`src/rtl/xs_pkg.sv`:
```
// Shared types and constants for the xoshiro256** generator.
package xs_pkg;

  localparam int WORD_W  = 64;
  localparam int SEED_W  = 31;
  localparam int RANGE_W = 32;
  localparam int FRAC_W  = 52;
  localparam int HALF_W  = 26;
  localparam int PROD_W  = HALF_W + RANGE_W;
  localparam int JUMP_W  = 256;
  localparam int CNT_W   = $clog2(JUMP_W);

  typedef logic [WORD_W-1:0] word_t;

  typedef enum logic [1:0] {
    ACT_DRAW   = 2'd0,
    ACT_JUMP   = 2'd1,
    ACT_RESEED = 2'd2,
    ACT_NONE   = 2'd3
  } action_t;

  // Jump polynomial, word 0 in the low bits; bit i is used on jump step i.
  localparam logic [JUMP_W-1:0] JUMP_POLY = {
    64'h39abdc4529b1661c,
    64'ha9582618e03fc9aa,
    64'hd5a61266f0c9392c,
    64'h180ec6d33cfd0aba
  };

  // Commands from the controller to the datapath.
  typedef struct packed {
    logic seed_write;
    logic load_draw;
    logic load_jump;
    logic load_seed;
    logic raw_mul;
    logic prod;
    logic sum;
    logic jump_step;
    logic jump_bit;
    logic jump_copy;
    logic emit;
    logic emit_draw;
  } xs_cmd_t;

endpackage

```
`src/rtl/xs_ctrl.sv`:
```
// Controller: sequences draw, jump and reseed transactions and owns the handshakes.
module xs_ctrl import xs_pkg::*; (
  input  logic        clk,
  input  logic        rst,
  input  logic        in_valid,
  output logic        in_stall,
  input  logic [1:0]  action,
  output logic        out_valid,
  input  logic        out_stall,
  input  logic        cfg_valid,
  output logic        cfg_ready,
  output xs_cmd_t     cmd
);

  typedef enum logic [2:0] {
    S_IDLE,
    S_RAW,
    S_MUL,
    S_SUM,
    S_JUMP,
    S_JCOPY,
    S_EMIT
  } state_t;

  state_t           state;
  logic [CNT_W-1:0] cnt;
  logic             is_draw;
  logic             accept;
  logic             out_free;
  action_t          act;

  assign act       = action_t'(action);
  assign in_stall  = (state != S_IDLE);
  assign cfg_ready = (state == S_IDLE);
  assign accept    = in_valid && (state == S_IDLE);
  assign out_free  = !out_valid || !out_stall;

  always_comb begin
    cmd            = '0;
    cmd.seed_write = cfg_valid && cfg_ready;
    cmd.load_draw  = accept && (act == ACT_DRAW);
    cmd.load_jump  = accept && (act == ACT_JUMP);
    cmd.load_seed  = accept && (act == ACT_RESEED);
    cmd.raw_mul    = (state == S_RAW);
    cmd.prod       = (state == S_MUL);
    cmd.sum        = (state == S_SUM);
    cmd.jump_step  = (state == S_JUMP);
    cmd.jump_bit   = JUMP_POLY[cnt];
    cmd.jump_copy  = (state == S_JCOPY);
    cmd.emit       = (state == S_EMIT) && out_free;
    cmd.emit_draw  = is_draw;
  end

  always_ff @(posedge clk) begin
    if (rst) begin
      state     <= S_IDLE;
      cnt       <= '0;
      is_draw   <= 1'b0;
      out_valid <= 1'b0;
    end else begin
      // Hold the result until taken; a new one may replace it on the take cycle.
      if (cmd.emit) begin
        out_valid <= 1'b1;
      end else if (!out_stall) begin
        out_valid <= 1'b0;
      end
      case (state)
        S_IDLE: begin
          if (accept) begin
            is_draw <= (act == ACT_DRAW);
            case (act)
              ACT_DRAW: state <= S_RAW;
              ACT_JUMP: state <= S_JUMP;
              default:  state <= S_EMIT;
            endcase
          end
        end
        S_RAW:  state <= S_MUL;
        S_MUL:  state <= S_SUM;
        S_SUM:  state <= S_EMIT;
        S_JUMP: begin
          cnt <= cnt + CNT_W'(1);
          if (cnt == CNT_W'(JUMP_W - 1)) begin
            state <= S_JCOPY;
          end
        end
        S_JCOPY: state <= S_EMIT;
        S_EMIT: begin
          if (out_free) begin
            state <= S_IDLE;
          end
        end
        default: state <= S_IDLE;
      endcase
    end
  end

  a_emit_slot_free: assert property (@(posedge clk) disable iff (rst)
    cmd.emit |-> (!out_valid || !out_stall))
    else $error("result loaded over an untaken transaction");

  a_cnt_idle_zero: assert property (@(posedge clk) disable iff (rst)
    (state != S_JUMP) |-> (cnt == '0))
    else $error("jump counter not at zero outside a jump");

  a_jump_busy: assert property (@(posedge clk) disable iff (rst)
    cmd.load_jump |=> (in_stall && !cmd.emit))
    else $error("jump did not occupy the block");

  a_draw_no_early_emit: assert property (@(posedge clk) disable iff (rst)
    cmd.load_draw |=> (!cmd.emit ##1 !cmd.emit ##1 !cmd.emit))
    else $error("draw result emitted before pipeline finished");

  a_emit_sets_valid: assert property (@(posedge clk) disable iff (rst)
    cmd.emit |=> out_valid)
    else $error("emitted result not presented");

endmodule

```
`config.mk`:
```
export PLATFORM = sky130hd
export DESIGN_NAME = xs_ctrl
export DESIGN_NICKNAME = d
export VERILOG_FILES = /design/src/rtl/xs_pkg.sv /design/src/rtl/xs_ctrl.sv
export SDC_FILE = /design/constraint.sdc
export NUM_CORES = 1
export LEC_CHECK = 0
export ABC_AREA = 1
export ABC_CLOCK_PERIOD_IN_PS = 5700
export BUFFER_PORTS_ARGS = -buffer_cell sky130_fd_sc_hd__buf_2
export CAP_MARGIN = 30
export CORE_UTILIZATION = 50
export DETAILED_ROUTE_END_ITERATION = 8
export PLACE_DENSITY = 0.72
export SYNTH_ARGS = -nofsm -noshare
export SYNTH_HDL_FRONTEND = slang
export SYNTH_SLANG_ARGS = --single-unit
```
`constraint.sdc`:
```
create_clock -name clk -period 5.7 [get_ports clk]
set_input_delay 1.14 -clock clk [delete_from_list [all_inputs] [get_ports clk]]
set_output_delay 1.14 -clock clk [all_outputs]
set_load 0.01 [all_outputs]
```
---- Yosys cells after proc, flatten, opt, wreduce, memory -nomap -nowiden ----
Memory sizes are Yosys's and may differ from the RTL's. A register that Yosys moved wholly into a read port is not among the register bits.
Index checks and enable logic that the tools add are counted.
operators by class
  add/subtract/negate cells ............... 1
  $lt $le $gt $ge ......................... 1
  eq/ne operators ......................... 13
  muxes and demuxes ....................... 10
  reductions and logical operators ........ 15
operators by type and width
  cell                                                 count
  case mux 3 bit (6 select lines)                      1
  two-way mux 8 bit                                    2
  == test 3 bit (second input constant)                3
  < comparator 8 x 9 -> 1 bit (second input constant)  1
  two-way mux 3 bit                                    3
  adder 8 x 1 -> 8 bit (second input constant)         1
  == test 8 bit (second input constant)                1
  == test 3 x 2 -> 1 bit (second input constant)       2
  logical AND 1 bit                                    6
  != test 2 x 1 -> 1 bit (second input constant)       3
  case mux 3 bit (2 select lines)                      1
  == test 3 x 1 -> 1 bit (second input constant)       1
  logical NOT 3 bit                                    1
  two-way mux 1 bit                                    3
  AND reduction 3 bit                                  1
  nonzero test 3 bit                                   1
  == test 2 x 1 -> 1 bit (second input constant)       1
  == test 2 bit (second input constant)                1
  logical NOT 1 bit                                    2
  logical NOT 2 bit                                    1
  != test 2 bit (second input constant)                1
  AND reduction 2 bit                                  1
  OR reduction 2 bit                                   1
  logical OR 1 bit                                     1
word-level totals
  bits in registers ....................... 13
  memory bits (read-only) ................. 256
  input bits .............................. 7
  output and inout bits ................... 15
  logic and storage cells ................. 45
  memories kept ........................... 1
memory list
  memory           depth  bits a word  read ports  clocked after memory_dff  write ports  line           RTL
  (no name shown)  256    1            1           1                         0            xs_ctrl.sv:48  cmd.jump_bit = JUMP_POLY[cnt];

---- Longest topological paths before layout ----
  word-level depth ........................ 4
  gate-level depth with buffers ........... 17

---- Worst setup path after synthesis ----
OpenSTA, ideal clock, no wires.
  path type ............................... input -> output
  start point ............................. input port in_valid
  end point ............................... output port cmd[8] (netlist name)
  arrival ................................. 1,589 ps
  required time ........................... 4,560 ps
  slack ................................... 2,971 ps
  cell stages on the path ................. 4
  path buffers ............................ 0
  path through ............................ inv_1 -> nor2_1 -> inv_1 -> nor3_1
RTL lines
  element          line           RTL
  start, declared  xs_ctrl.sv:5   input logic in_valid,
  end, declared    xs_ctrl.sv:12  output xs_cmd_t cmd

==> results.json <==
{
  "grt_usage": 0.210,
  "end_kind": "register",
  "drive_gt1_frac": 0.217,
  "fin_tns_setup_ns": 0,
  "diodes": 0,
  "antenna_found_initial": 0,
  "core_mm2": 0.00281,
  "slew_violations": 0,
  "grt_overflow": 0,
  "finClkSkew_ns": 0.00444,
  "max_cap_viol_count": 0,
  "vias": 1533,
  "hold_buffers": 0,
  "final_common_cell": "nand2_1",
  "final.min_clock_period_ns": 2.96,
  "crit_type": "in2reg",
  "hold_path.class": "reg2reg",
  "fmax_mhz": 338,
  "reg2reg_slack_ns": 3.44,
  "die_x_um": 56.9,
  "relSlewSlack": 0.663,
  "tightest_slew_ns": 0.504,
  "grt_pass1_wl_um": 5510,
  "syn_area_mm2": 0.00151,
  "final_cell_mix": "nand2_1, nand3_1, inv_1, buf_2, nor2_1",
  "setup_viol": 0,
  "critical_path.startpoint_type": "input port",
  "dr.pass1.iters": 6,
  "yosysWarnings": 0,
  "htree_num_levels": 1,
  "irDropWorstVdd_v": 0.000192,
  "nets": 274,
  "clock-sinks": 14,
  "postPlaceCellArea_mm2": 0.00159,
  "status": "finished with violations",
  "post_cts_buffers": 0,
  "gp_congestion": 0.889,
  "synth_fp_nets": 254,
  "portBuffers": 21,
  "synth_seq_cells": 14,
  "pin_count": 22,
  "cts_tree": "built",
  "rsz0062_at_grt": "false",
  "powerDensity_mw_per_mm2": 340,
  "drc": 4,
  "via_per_inst": 5.30,
  "cp_max_fo": 13,
  "period_share": 0.518,
  "fin_area_mm2": 0.00162,
  "start_util": 0.537,
  "grt_start_max_net_pins": 16,
  "wl_per_cell_um": 11.2,
  "totalWireLength_um": 3220,
  "dp_hpwl_um": 2530,
  "synth_cell_types": 28,
  "grt_pass1_vias": 1385,
  "syn_inst": 239,
  "cp.arrival_ns": 3.14,
  "synth_area_per_cell_um2": 6.30,
  "cts_resized": 0,
  "areaGrowthSynthToFinish_pct": 7.73,
  "cts_buffers": 3,
  "yosysSeqAreaShare": 0.186,
  "root_buffer": "clkbuf_4",
  "drtIter0Drc": 87,
  "hold_violations": 0,
  "ctsLongestPathBuffers": 2,
  "die_area_mm2": 0.00323,
  "clk_pin_slew_ns": 0.09,
  "violations": "design-rule violations",
  "clk-insertion-delay-late_ns": 0.28,
  "crit_required_ns": 5.89,
  "antenna_left": 0,
  "die_y_um": 56.9,
  "p_leak_uw": 0.000861,
  "rows": 19
}
==> cell type report <==
cell class / count / area (µm²)
Sequential cell: 14 / 280
Tap cell: 31 / 38.8
Fill cell: 283 / 1180
Timing Repair Buffer: 21 / 105
Multi-Input combinational cell: 182 / 1020
Inverter: 37 / 139
Clock buffer: 4 / 36.3
==> power by group <==
part	total, µW	internal (µW)	switching [µW]
clock	71.8	38.9	32.9
combinational	339	119	220
sequential	141	116	24.3
total	551	275	277
==> cell usage after synthesis <==
master	number	area, µm²
a21o_1	1	7.51
a21oi_1	9	45.0
a21oi_2	3	26.3
and2_1	2	12.5
and3_1	1	6.26
buf_4	1	7.51
buf_6	5	56.3
dfxtp_1	14	280
ha_1	8	100
inv_1	34	128
inv_2	3	11.3
nand2_1	59	221
nand2_2	6	37.5
nand2_4	3	33.8
nand3_1	43	215
nand3_2	6	60.1
nand3_4	1	17.5
nand4_1	4	25.0
nor2_1	16	60.1
nor2_2	2	12.5
nor2_4	4	45.0
nor2_8	1	20.0
nor3_1	5	25.0
nor3_2	1	10.0
o211ai_1	1	7.51
o21ai_0	4	20.0
o21ai_1	1	5.00
o21ai_2	1	8.76
==> kinds of logic after synthesis <==
logic type               Yosys count  synth area share
flip-flops                        14             0.186
buffers and inverters             43             0.135
AO/OA/AOI/OAI                     20            0.0798
AND/OR/NAND/NOR                  154             0.533
adder cells (fa/ha/maj)            8            0.0665
==> per-layer routing <==
metal  part of all wire  vias up  track usage
li1                   -      806            -
met3              0.060        4       0.0576
met5                  0        -            0
met2               0.44       46        0.342
met1               0.49      677        0.273
met4             0.0090        0       0.0557
==> worst max-delay path, cell delays in order <==
cell     delay [ns]
buf_2          0.14
inv_1          0.39
nand3_1        0.36
ha_1           0.44
inv_1          0.06
nand2_1        0.13
nand3_1        0.09
nand3_1        0.08
nand3_1        0.07
nand3_1        0.09
nand2_1        0.05
nand2_1        0.05
nand2_1        0.05
==> per-stage QoR <==
| step | utilization | cells | setup WS [ns] | total power (µW) | hold slack (ns) |
|---|---|---|---|---|---|
| after floorplan | - | 239 | 2.97 | 407 | 0.438 |
| after global placement | 0.565 | 285 | 2.50 | 479 | 0.454 |
| after detailed placement | 0.565 | 285 | 2.47 | 477 | 0.460 |
| after CTS | 0.578 | 289 | 2.76 | 552 | 0.474 |
| after global routing | 0.578 | 289 | 2.51 | 609 | 0.509 |
| final | 0.578 | 289 | 2.74 | 551 | 0.471 |
==> final timing paths <==
kind,startpoint,to,cells after the start
worst max-delay path,rst,cmd[3],13
worst max register to register,state[2],cmd[3],13
worst min-delay path,is_draw,is_draw,2
worst min register to register,is_draw,is_draw,2
==> sequential cells by signal, indices dropped and copies added (netlist names) <==
name       count
cnt            8
state          3
cmd            1
is_draw        1
out_valid      1
No activity file was read; power rests on OpenSTA's default activity.
